$ cat src/hdl/lsct_ram.sv
// ----------------------------------------------------------------------------
// Generic RAM
// One write port, one read port, read data registered.
// ----------------------------------------------------------------------------
`default_nettype none

module lsct_ram #(
    parameter int WIDTH = 8,
    parameter int DEPTH = 256
) (
    input  wire                      i_clk,
    input  wire                      i_we,
    input  wire [$clog2(DEPTH)-1:0]  i_waddr,
    input  wire [WIDTH-1:0]          i_wdata,
    input  wire [$clog2(DEPTH)-1:0]  i_raddr,
    output logic [WIDTH-1:0]         o_rdata
);

    logic [WIDTH-1:0] r_mem [DEPTH];

    always_ff @(posedge i_clk) begin
        if (i_we) begin
            r_mem[i_waddr] <= i_wdata;
        end
        o_rdata <= r_mem[i_raddr];
    end

endmodule

`default_nettype wire

$ cat config.mk
export PLATFORM = sky130hd
export DESIGN_NAME = lsct_ram
export DESIGN_NICKNAME = d
export VERILOG_FILES = /design/src/hdl/lsct_ram.sv
export SDC_FILE = /design/constraint.sdc
export NUM_CORES = 2
export LEC_CHECK = 0
export ABC_CLOCK_PERIOD_IN_PS = 2700
export BUFFER_PORTS_ARGS = -buffer_cell sky130_fd_sc_hd__clkbuf_2
export CORE_ASPECT_RATIO = 0.9
export CORE_UTILIZATION = 63
export DETAILED_ROUTE_END_ITERATION = 6
export PLACE_DENSITY = 0.75
export SLEW_MARGIN = 30
export SYNTH_ARGS = -nofsm -noshare
export SYNTH_HDL_FRONTEND = slang
export SYNTH_SLANG_ARGS = --single-unit
$ cat constraint.sdc
create_clock -name i_clk -period 2.7 [get_ports i_clk]
set_input_delay 0.27 -clock i_clk [delete_from_list [all_inputs] [get_ports i_clk]]
set_output_delay 0.27 -clock i_clk [all_outputs]
set_load 0.005 [all_outputs]
After elaboration in Yosys (flattened, before gate mapping)
Memories as Yosys holds them, arrays and structs flattened. A register that Yosys moved wholly into a read port is not among the register bits.
Index checks and enable logic that the tools add are counted.
Storage, ports and cells
  bits in registers: 0
  memory bits (writable): 2048
  output and inout bits: 8
  word-level logic and storage cells: 3
  memories kept: 1
Cells by class
  mux-type cells: 2
Memory list
  r_mem: words 256, width 8, read ports 1, clocked after Yosys merged registers in 1, write ports 1, line 19  | logic [WIDTH-1:0] r_mem [DEPTH];
Operator list (count)
  $mux W1: 2

Depth between registers and ports, before layout
  word-level depth: 2
  gate-level depth with buffers: 11

Worst setup path after synthesis
Ideal clock, no wire load.
  kind: in2reg
  start: input port i_raddr[0]
  end: register o_rdata[2], read port of r_mem
  arrival time: 2.077 ns
  path slack: 0.492 ns
  stages on the path: 9
  path buffers: 4
  cells stage by stage: buf_6 -> buf_12 -> buf_8 -> buf_2 -> mux4_2 -> a22oi_1 -> a21oi_1 -> nor4_1 -> nor4_2
RTL lines
  start, declared: line 15  | input wire [$clog2(DEPTH)-1:0] i_raddr,
  end, declared: line 16  | output logic [WIDTH-1:0] o_rdata

==> results.cfg <==
[run]
cap_violations = 0

[placed_design]
placed_area_sq_mm = 0.0857
place_inst = 5796
post-place-ws_ns = -0.556
gp_congestion = 0.889
placement.io_buffers = 33
hpwlAfterDp_microns = 124000

[critical_path]
required_ns = 3.42
worstSetupPathType = flop to flop
r2r_cells = 6
r2r-start = r_mem[234][6]
arrival_ns = 3.18
endpoint = o_rdata[6]
rrSetupSlack_ns = 0.23
worst_setup_path_end_kind = flop
path_max_fanout = 2
rr_endpoint = o_rdata[6]
startpoint = r_mem[234][6]
start_kind = flop

[layout]
finalNonFillerCells = 6148
design_area_sq_mm = 0.0917
fillers = 6809
area_growth_pct = 15.2
fin_nets = 4329
utilization = 0.733
drive_above_1_share = 0.301
seqCellArea_sq_mm = 0.0617
multiInputGateArea_sq_mm = 0.0165

[cts]
numCtsBuffers = 190
clk_path_buf_depth = 3
clock_sinks = 2056
cts.reportedPaths.clkPinSlew_ns = 0.06
ctsHtreeMaxLevel = 4
post_cts_buffers = 0
clk_latency_ns = 0.82
cts_tree = built
clockRootBuffer = clkbuf_16

[global_route]
grt_pass1_vias = 41692
use_met1 = 0.461
grt_max_degree = 107
antenna_found_initial = 6
grt_use_met3 = 0.0764
grt_pass1_wl_microns = 286000
gr-usage-all-layers = 0.315
grt_overflow = 0
grt.busiest_layer = met2
met2_usage = 0.481

[route]
via_per_inst = 6.80
ant_nets = 0
wl_microns = 199000
drt_iter0_markers = 6241
drc = 0
drt-pass1-iter-count = 6
dr_total_vias = 41821
wl_per_cell_microns = 32.3

[yosys]
yosysSeqAreaShare = 0.775
synth_seq_cells = 2056
synth_edf_count = 2048
synth-async-reset-ratio = 0
synth_area_leaders = edfxtp_1 (77%), mux4_2 (13%), mux2i_1 (1.7%)
netlist_area_sq_mm = 0.0796
synth_cell_types = 55
yosysTopAreaCellShare = 0.773
syn-num-nets = 3759
yosys_most_used_dff = edfxtp_1
synth_cells = 3733
ys_warn_count = 0
synth_top_area_cell = edfxtp_1
synth.avg_cell_area_sq_um = 21.3

[timing]
relSlewSlack = 0.349
finalCritPeriodShare = 0.914
period_needed_ns = 2.47
finClkSkew_ns = 0.0285
hold_viol_final = 0
rsz0062_at_grt = no
finalWorstSetupSlack_ns = 0.233
fmax_mhz = 405
setup_viol = 0
tightest_slew_ns = 0.976
final-max-slew-violation-count = 0

[power]
powerDensity_mw_per_mm2 = 707
ir_drop_mv = 0.742
power.leakage_nw = 29.6
power.total_mw = 64.8

[floorplan]
rows = 123
io_pins = 34
initial_core_util = 0.636
floorplan.die_area_sq_mm = 0.128
die_h_microns = 339
dieWidth_microns = 377
core-area_sq_mm = 0.125

[status]
outcome = finished clean

[worst_hold_path]
hold_path_class = primary input to flop
worst max-delay path: stages, from the launching register on:
cell	delay, ns
edfxtp_1	0.38
mux4_2	0.54
o311ai_0	0.33
o22ai_1	0.17
nor4_2	0.67
buf_4	0.23
nor4_2	0.05
cell type report:
type                       instances  share of cell area
timing repair buffer             611              0.0591
antenna                            3           0.0000819
tap                             1687              0.0230
multi-input combinational       1442               0.180
clock inverter                   109              0.0104
clock buffer                     238              0.0547
sequential                      2056               0.673
inverter                           2           0.0000819
per-stage QoR:
step,hold slack [ns],setup TNS (ns)
3_3_place_gp,0.720,-2.31
3_5_place_dp,0.710,-2.78
2_1_floorplan,0.369,0
5_1_grt,0.0280,0
6_report,0.0245,0
4_1_cts,0.00701,0
where the power goes:
| group | switching, mW | total, mW | internal [mW] |
|---|---|---|---|
| sequential | 0.0631 | 35.2 | 35.2 |
| clock | 11.5 | 26.0 | 14.5 |
| combinational | 2.16 | 3.53 | 1.37 |
| total | 13.7 | 64.8 | 51.0 |
worst min-delay path by stage:
| stage | startpoint | end | slack, ns | cells past startpoint |
|---|---|---|---|---|
| CTS | i_wdata[0] | r_mem[244][0] | 0.007 | 1 |
| global placement | o_rdata[3] | o_rdata[3] | 0.72 | 1 |
| global route | i_wdata[0] | r_mem[244][0] | 0.03 | 1 |
| detailed placement | o_rdata[6] | o_rdata[6] | 0.71 | 1 |
| floorplan | i_wdata[0] | r_mem[0][0] | 0.37 | 0 |
| finish | i_wdata[0] | r_mem[244][0] | 0.02 | 1 |
cell families after synthesis:
group / count (synthesis) / share of synthesized area
AO/OA/AOI/OAI: 385 / 0.0342
buffers and inverters: 235 / 0.0183
flip-flops: 2056 / 0.775
multiplexers: 591 / 0.146
AND/OR/NAND/NOR: 466 / 0.0263
synth_stat cells, types with 3 or more instances:
master,number
nand2b_1,8
o32ai_1,4
nor2_1,282
nand2_1,33
nand3_1,34
a22oi_1,133
o22ai_1,28
or2_2,4
dfxtp_1,8
nor2b_1,31
nand4_1,10
buf_1,22
mux2i_1,134
buf_2,31
buf_8,13
buf_6,21
nor3_1,22
o21ai_0,10
buf_4,27
nor4_1,24
nor4_2,3
and2_1,6
a21oi_1,96
o211ai_1,10
o221ai_1,46
a221oi_1,13
edfxtp_1,2048
o22a_1,5
mux4_2,454
buf_12,8
clkbuf_1,111
a211oi_1,16
a22o_1,8
layout by cell type, fill, tap and decap left out, drive strengths merged, types with 10 or more instances in the layout:
| master | n |
|---|---|
| nand3 | 34 |
| a22oi | 133 |
| a21oi | 96 |
| clkbuf | 267 |
| a211oi | 16 |
| buf | 580 |
| nor4 | 27 |
| nand4 | 10 |
| o211ai | 10 |
| o221ai | 47 |
| edfxtp | 2048 |
| mux4 | 456 |
| bufinv | 14 |
| mux2i | 134 |
| clkinv | 86 |
| nand2 | 33 |
| o22ai | 28 |
| o21ai | 12 |
| nor2 | 282 |
| nor3 | 22 |
| nor2b | 31 |
| a221oi | 14 |
routing by layer:
metal	wire length, microns	up-vias
met5	57	-
met4	6140	10
met3	25100	399
met2	94300	2992
met1	72900	21604
li1	-	16816
timing repair:
action                     CTS  global route
hold endpoints to repair    51             0
hold buffers                 2             0
resized for setup            0             1
setup endpoints to repair    0             1
registers in the layout (all words and copies together) (netlist names):
signal / count
o_rdata: 8
r_mem: 2048
Power figures use the tool's default switching activity.
